===== src/rtl/sspm_pkg.sv =====
// Shared types, constants and modular helpers of the sparse series multiply/divide core.
// No dependencies; every module of the core imports this package.
package sspm_pkg;

   localparam int RES_W      = 30;
   localparam int LAG_W      = 11;
   localparam int TAP_W      = LAG_W + RES_W;
   localparam int CSR_ADDR_W = 4;

   localparam logic [RES_W-1:0] MODULUS = RES_W'(998244353);

   // Barrett constant floor(2^60 / MODULUS), settled at elaboration.
   localparam logic [63:0] MU_FULL    = (64'd1 << 60) / 64'd998244353;
   localparam logic [30:0] BARRETT_MU = MU_FULL[30:0];

   // Register indexes of the configuration port.
   localparam logic [CSR_ADDR_W-1:0] CSR_MODE = CSR_ADDR_W'(0);
   localparam logic [CSR_ADDR_W-1:0] CSR_LEAD = CSR_ADDR_W'(1);
   localparam logic [CSR_ADDR_W-1:0] CSR_TAP0 = CSR_ADDR_W'(2);

   typedef struct packed {
      logic [LAG_W-1:0] lag;
      logic [RES_W-1:0] coef;
   } tap_type;

   typedef struct packed {
      logic             valid;
      logic [RES_W-1:0] a;
      logic [RES_W-1:0] b;
   } mm_req_type;

   typedef struct packed {
      logic             valid;
      logic             busy;
      logic [RES_W-1:0] value;
   } mm_rsp_type;

   // Brings a 30-bit value below the modulus; 2^30 is less than twice the modulus.
   function automatic logic [RES_W-1:0] mod_fold(input logic [RES_W-1:0] v);
      return (v >= MODULUS) ? v - MODULUS : v;
   endfunction

   function automatic logic [RES_W-1:0] mod_add(input logic [RES_W-1:0] a,
                                                input logic [RES_W-1:0] b);
      logic [RES_W:0] s;
      s = {1'b0, a} + {1'b0, b};
      if (s >= {1'b0, MODULUS}) begin
         s = s - {1'b0, MODULUS};
      end
      return s[RES_W-1:0];
   endfunction

   function automatic logic [RES_W-1:0] mod_sub(input logic [RES_W-1:0] a,
                                                input logic [RES_W-1:0] b);
      logic [RES_W-1:0] d;
      if (a >= b) begin
         d = a - b;
      end else begin
         d = a + (MODULUS - b);
      end
      return d;
   endfunction

endpackage


===== src/rtl/sspm_mulmod.sv =====
// Five-stage pipelined modular multiplier (Barrett reduction modulo 998244353).
// Depends on sspm_pkg for the modulus, the Barrett constant and the request types.
module sspm_mulmod (
   input  logic                clock,
   input  logic                reset,
   input  sspm_pkg::mm_req_type req,
   output sspm_pkg::mm_rsp_type rsp
);
   import sspm_pkg::*;

   localparam logic [31:0] MOD_32  = {2'b00, MODULUS};
   localparam logic [31:0] MOD2_32 = {1'b0, MODULUS, 1'b0};

   logic [4:0]  vld_ff, vld_in;
   logic [59:0] prod1_ff, prod1_in;
   logic [61:0] q2_ff, q2_in;
   logic [31:0] plow2_ff, plow2_in;
   logic [31:0] t3_ff, t3_in;
   logic [31:0] plow3_ff, plow3_in;
   logic [31:0] r4_ff, r4_in;
   logic [RES_W-1:0] y5_ff, y5_in;
   logic [60:0] qp;
   logic [31:0] fold;

   always_comb begin
      vld_in   = {vld_ff[3:0], req.valid};
      prod1_in = 60'(req.a) * 60'(req.b);
      q2_in    = 62'(prod1_ff[59:29]) * 62'(BARRETT_MU);
      plow2_in = prod1_ff[31:0];
      qp       = 61'(q2_ff[61:31]) * 61'(MODULUS);
      t3_in    = qp[31:0];
      plow3_in = plow2_ff;
      // The estimate leaves a remainder below three times the modulus.
      r4_in    = plow3_ff - t3_ff;
      if (r4_ff >= MOD2_32) begin
         fold = r4_ff - MOD2_32;
      end else if (r4_ff >= MOD_32) begin
         fold = r4_ff - MOD_32;
      end else begin
         fold = r4_ff;
      end
      y5_in = fold[RES_W-1:0];
   end

   always_ff @(posedge clock) begin
      if (reset) begin
         vld_ff <= '0;
      end else begin
         vld_ff <= vld_in;
      end
      prod1_ff <= prod1_in;
      q2_ff    <= q2_in;
      plow2_ff <= plow2_in;
      t3_ff    <= t3_in;
      plow3_ff <= plow3_in;
      r4_ff    <= r4_in;
      y5_ff    <= y5_in;
   end

   assign rsp.valid = vld_ff[4];
   assign rsp.busy  = |vld_ff;
   assign rsp.value = y5_ff;

endmodule


===== config.mk =====
export PLATFORM = sky130hd
export DESIGN_NAME = sspm_mulmod
export DESIGN_NICKNAME = d
export VERILOG_FILES = /design/src/rtl/sspm_pkg.sv /design/src/rtl/sspm_mulmod.sv
export SDC_FILE = /design/constraint.sdc
export NUM_CORES = 2
export LEC_CHECK = 0
export BUFFER_PORTS_ARGS = -buffer_cell sky130_fd_sc_hd__buf_4
export CAP_MARGIN = 20
export CORE_UTILIZATION = 55
export DETAILED_ROUTE_END_ITERATION = 10
export GPL_TIMING_DRIVEN = 0
export PLACE_DENSITY_LB_ADDON = 0.08
export SLEW_MARGIN = 20
export SYNTH_ARGS = -nofsm -noshare
export SYNTH_HDL_FRONTEND = slang
export SYNTH_SLANG_ARGS = --single-unit

===== constraint.sdc =====
create_clock -name clock -period 7.9 [get_ports clock]
set_input_delay 0.79 -clock clock [delete_from_list [all_inputs] [get_ports clock]]
set_output_delay 0.79 -clock clock [all_outputs]
set_load 0.03 [all_outputs]

## Yosys cells after proc, flatten, opt, wreduce, memory -nomap -nowiden

Cells that the tools add are included.

| operators by class | value |
|---|---|
| add/subtract/negate cells | 3 |
| $mul | 3 |
| magnitude comparators | 2 |
| mux-type cells | 2 |
| reduce and logical (&&, ||, !) cells | 1 |

Operators by type and width:

| cell | count |
|---|---|
| $mul A31 B31 Y62 const B | 1 |
| $mul A30 B30 Y60 | 1 |
| $mux W30 | 2 |
| $sub A30 B30 Y30 const B | 2 |
| $ge A32 B30 Y1 const B | 1 |
| $ge A32 B31 Y1 const B | 1 |
| $mul A31 B30 Y32 const B | 1 |
| $sub A32 B32 Y32 | 1 |
| $reduce_or A5 Y1 | 1 |

| word-level totals | value |
|---|---|
| register bits after elaboration | 285 |
| input port bits | 63 |
| output and inout port bits | 32 |
| logic and storage cells | 19 |

## Logic depth before layout (Yosys ltp)

| logic depth | value |
|---|---|
| depth after elaboration | 3 |
| mapped depth | 30 |

## Worst setup path after synthesis

OpenSTA, ideal clock, no wires.

| timing path | value |
|---|---|
| path type | input -> register |
| start | input port req[3] (netlist bit) |
| end | register prod1_ff[56] |
| library setup time | 0.095 ns |
| data arrival time | 7.608 ns |
| data required time | 7.805 ns |
| slack | 0.196 ns |
| stages | 28 |
| cell sequence | clkbuf_1 -> and2_1 -> fa_1 -> fa_1 -> fa_1 -> inv_1 -> fa_1 -> inv_1 -> fa_1 -> inv_1 -> fa_1 -> inv_1 -> fa_1 -> inv_1 -> fa_1 -> inv_1 -> ha_1 -> buf_2 -> a21oi_1 -> a21boi_1 -> o21ai_0 -> a21oi_1 -> o2111ai_2 -> a211oi_1 -> o31a_1 -> o22a_2 -> a311o_1 -> o311ai_1 |

| on the way | value |
|---|---|
| word-level cells in the longest chain between the ends | 1 |

Ends and longest elaborated chain:

| element | line | text |
|---|---|---|
| from (decl) | sspm_mulmod.sv:6 | `input sspm_pkg::mm_req_type req,` |
| $mul A30 B30 Y60 | sspm_mulmod.sv:27 | `prod1_in = 60'(req.a) * 60'(req.b);` |
| named net prod1_in[56] | sspm_mulmod.sv:15 | `logic [59:0] prod1_ff, prod1_in;` |
| to (signal assigned) | sspm_mulmod.sv:51 | `prod1_ff <= prod1_in;` |
| to (decl) | sspm_mulmod.sv:15 |  |

The timed path passes the listed nets, and every way through them passes these cells.
A chain may end at the register's enable or synchronous reset.

## Worst setup path after layout

Ends and elaborated chain as after synthesis.

==> results.py <==
metrics = {
    "placement": {
        "place_congestion": 0.9766,
        "place.port_buffers": 34,
        "post-dp-hpwl_um": 119800,
        "post_dp_cell_area_mm2": 0.05287,
        "dp_cells": 6586,
        "placement.setup.worst_slack_ns": -1.381,
    },
    "drt": {
        "wl_per_cell_um": 21.58,
        "ant_nets": 0,
        "vias": 35350,
        "drc_errors": 0,
        "viasPerCell": 5.331,
        "dr.pass1.iters": 7,
        "drt_iter0_markers": 2315,
        "routed_wl_um": 143100,
    },
    "grt": {
        "track_usage": 0.3138,
        "first_global_vias": 37540,
        "grt_max_degree": 18,
        "grt_antenna_before_repair": 6,
        "overflow": 0,
        "grt_pass1_wl_um": 220100,
    },
    "clock_network": {
        "htree_levels": 1,
        "clock_path_buffers": 3,
        "cts_num_sinks": 254,
        "postCtsHoldBufs": 0,
        "cts_buffers": 23,
        "ctsRootBufferMaster": "clkbuf_16",
        "cts_tree": "built",
        "worst_skew_pair.late_latency_ns": 0.53,
        "clk_pin_slew_ns": 0.07,
    },
    "hold_path": {
        "min_to": "plow3_ff[27]",
        "hold_class": "flip-flop to flip-flop",
        "hold_depth": 0,
        "hp-start": "plow2_ff[27]",
    },
    "synth": {
        "yosysSeqAreaShare": 0.09959,
        "synthFlopType": "dfxtp_1",
        "synth_area_mm2": 0.05106,
        "yosysWarnings": 0,
        "synth_edf_count": 0,
        "ys_seq_elements": 254,
        "synth_nets": 7135,
        "avgSynthCellArea_um2": 9.617,
        "synth_cells": 5309,
        "synth_cell_type_count": 69,
        "async_reset_ff_frac": 0,
    },
    "critical_path": {
        "rr_endpoint": "q2_ff[48]",
        "critPathLaunchType": "primary input",
        "crit_top_cell": "fa_1",
        "path_cells": "clkbuf_2 > and2_1 > fa_1 > fa_1 > fa_1 > inv_1 > fa_1 > inv_1 > fa_1 > fa_1 > fa_1 > inv_1 > fa_1 > inv_1 > ha_1 > a21o_1 > a21oi_1 > nand2_1 > o2111ai_4 > a211oi_2 > o31a_1 > o22a_2 > a311o_1 > o311ai_1",
        "crit_path_max_fanout": 10,
        "rr_worst_depth": 23,
        "critPathMaxStageDelay_ns": 0.61,
        "r2r_setup_slack_ns": 0.30,
        "cp_num_buf_inv": 5,
        "slowest_stage": "fa_1",
        "cp_top_family": "adder cells",
        "cp-end-kind": "flip-flop",
        "critPathKind": "primary input to flip-flop",
        "cp.arrival_ns": 8.14,
        "cp.required_ns": 8.32,
        "rr_startpoint": "prod1_ff[37]",
    },
    "floorplan": {
        "core.rowCount": 111,
        "initial_core_util": 0.5562,
        "core_area_mm2": 0.09180,
        "die_area_mm2": 0.09406,
        "floorplan.die.width_um": 306.7,
        "ios": 95,
        "die_y_um": 306.7,
    },
    "finish": {
        "layout_commonest_cell": "inv_1",
        "fin_cells": 6630,
        "layout_common_cells": "inv_1 (1286), fa_1 (1046), ha_1 (715)",
        "drive_gt1_frac": 0.04719,
        "final_area_mm2": 0.05399,
        "nNetsFinal": 7193,
        "area_growth_pct": 5.749,
    },
    "timing": {
        "post-route-period-util": 0.9768,
        "finalCriticalPeriod_ns": 7.716,
        "relSlewSlack": 0.2669,
        "hold_viol": 0,
        "whs_ns": 0.3225,
        "tightest_slew_ns": 1.098,
        "setup_viol": 0,
        "setup_ws_ns": 0.1835,
        "fmax_mhz": 129.6,
        "skew_ns": 0.02413,
        "slew_violations": 0,
        "rsz0062_at_grt": "yes",
    },
    "run_status": {
        "status": "finished clean",
    },
    "job": {
        "maxCapViolCount": 0,
    },
}
-- how the worst max path moves through the flow --
stage,from,to,slack (ns),cells after the start
floorplan,req[3],prod1_ff[56],0.20,28
global placement,req[41],prod1_ff[59],-1.39,28
detailed placement,req[41],prod1_ff[59],-1.38,28
CTS,req[3],prod1_ff[59],-0.005,28
global route,req[55],prod1_ff[56],-0.03,24
finish,req[3],prod1_ff[56],0.18,24
-- sequential cells by signal, indices dropped and copies added (netlist names) --
signal and cells:
r4_ff 32, prod1_ff 60, y5_ff 30, plow2_ff 32, q2_ff 31, plow3_ff 32, t3_ff 32, vld_ff 5
-- worst reg2reg max path, stage by stage, from the launching register on --
cell and delay (ns):
dfxtp_1 0.82, fa_1 0.54, ha_1 0.21, fa_1 0.53, inv_1 0.05, fa_1 0.53, inv_1 0.05, fa_1 0.48
fa_1 0.42, inv_1 0.09, fa_1 0.44, fa_1 0.56, inv_1 0.06, ha_1 0.41, nand4_1 0.15, nor2_1 0.12
nand3_1 0.11, a21oi_1 0.44, nor3_1 0.19, o31ai_1 0.37, a21boi_1 0.20, o21ai_1 0.35, a31oi_1 0.17, xnor2_1 0.24
-- Yosys cell counts (13+ instances only) --
library cell  number  area [um^2]
nand4_1           20        125.1
nor3_1            22        110.1
o21ai_1           16        80.08
a21oi_1          118        590.6
and2_1           524         3278
dfxtp_1          254         5085
xnor2_1          102        893.4
o21bai_1          15        112.6
nor2_1            76        285.3
nand3_1           40        200.2
a31oi_1           15        93.84
clkbuf_1         196        735.7
ha_1             715         8946
nand2_1          473         1775
a211oi_1          19        142.6
o21a_1            15        112.6
inv_1           1286         4827
fa_1            1048        20980
xor2_1            55        481.7
a21o_1            77        578.1
nor2b_1           19        118.9
and3_1            13        81.33
o21ai_0           56        280.3
-- final cells by class --
| cell class | count | area, um^2 |
|---|---|---|
| clock buffer | 28 | 614.3 |
| tap | 1243 | 1555 |
| multi-input combinational | 3569 | 40510 |
| timing repair buffer | 37 | 277.8 |
| buffer | 196 | 949.7 |
| fill | 8208 | 37810 |
| clock inverter | 13 | 161.4 |
| antenna | 4 | 10.01 |
| inverter | 1286 | 4827 |
| sequential | 254 | 5091 |
-- metal layers --
metal	up-vias	wire length [um]	GRT usage	share of wire
met3	269	11620	0.06416	0.081
met2	1305	65920	0.5177	0.46
met5	-	23	0	0.00016
met4	4	6561	0.1171	0.046
met1	17670	58960	0.4076	0.41
li1	16100	-	-	-
-- logic make-up after synthesis --
group,Yosys count,share of synthesized area
compound gates,408,0.05276
xor+xnor,157,0.02693
fa+ha+maj,1763,0.5861
buf+inv,1486,0.1093
flops,254,0.09959
mux,4,0.0007842
simple gates,1237,0.1245
-- timing repair --
item	in CTS	in global routing
resized for setup	111	138
endpoints found under the setup margin	21	23
cloned	0	0
endpoints found under the hold margin	0	0
buffers inserted	1	2
pin swaps	3	8
-- per-stage QoR --
step	util	setup TNS [ns]
floorplan	-	0
global placement	0.5759	-24.74
detailed placement	0.5759	-25.38
CTS	0.5863	-0.005021
global route	0.5881	-0.04142
finish	0.5882	0
Power is not shown: default switching activity piles up to over one toggle a cycle in this logic, so the estimate is an artifact.
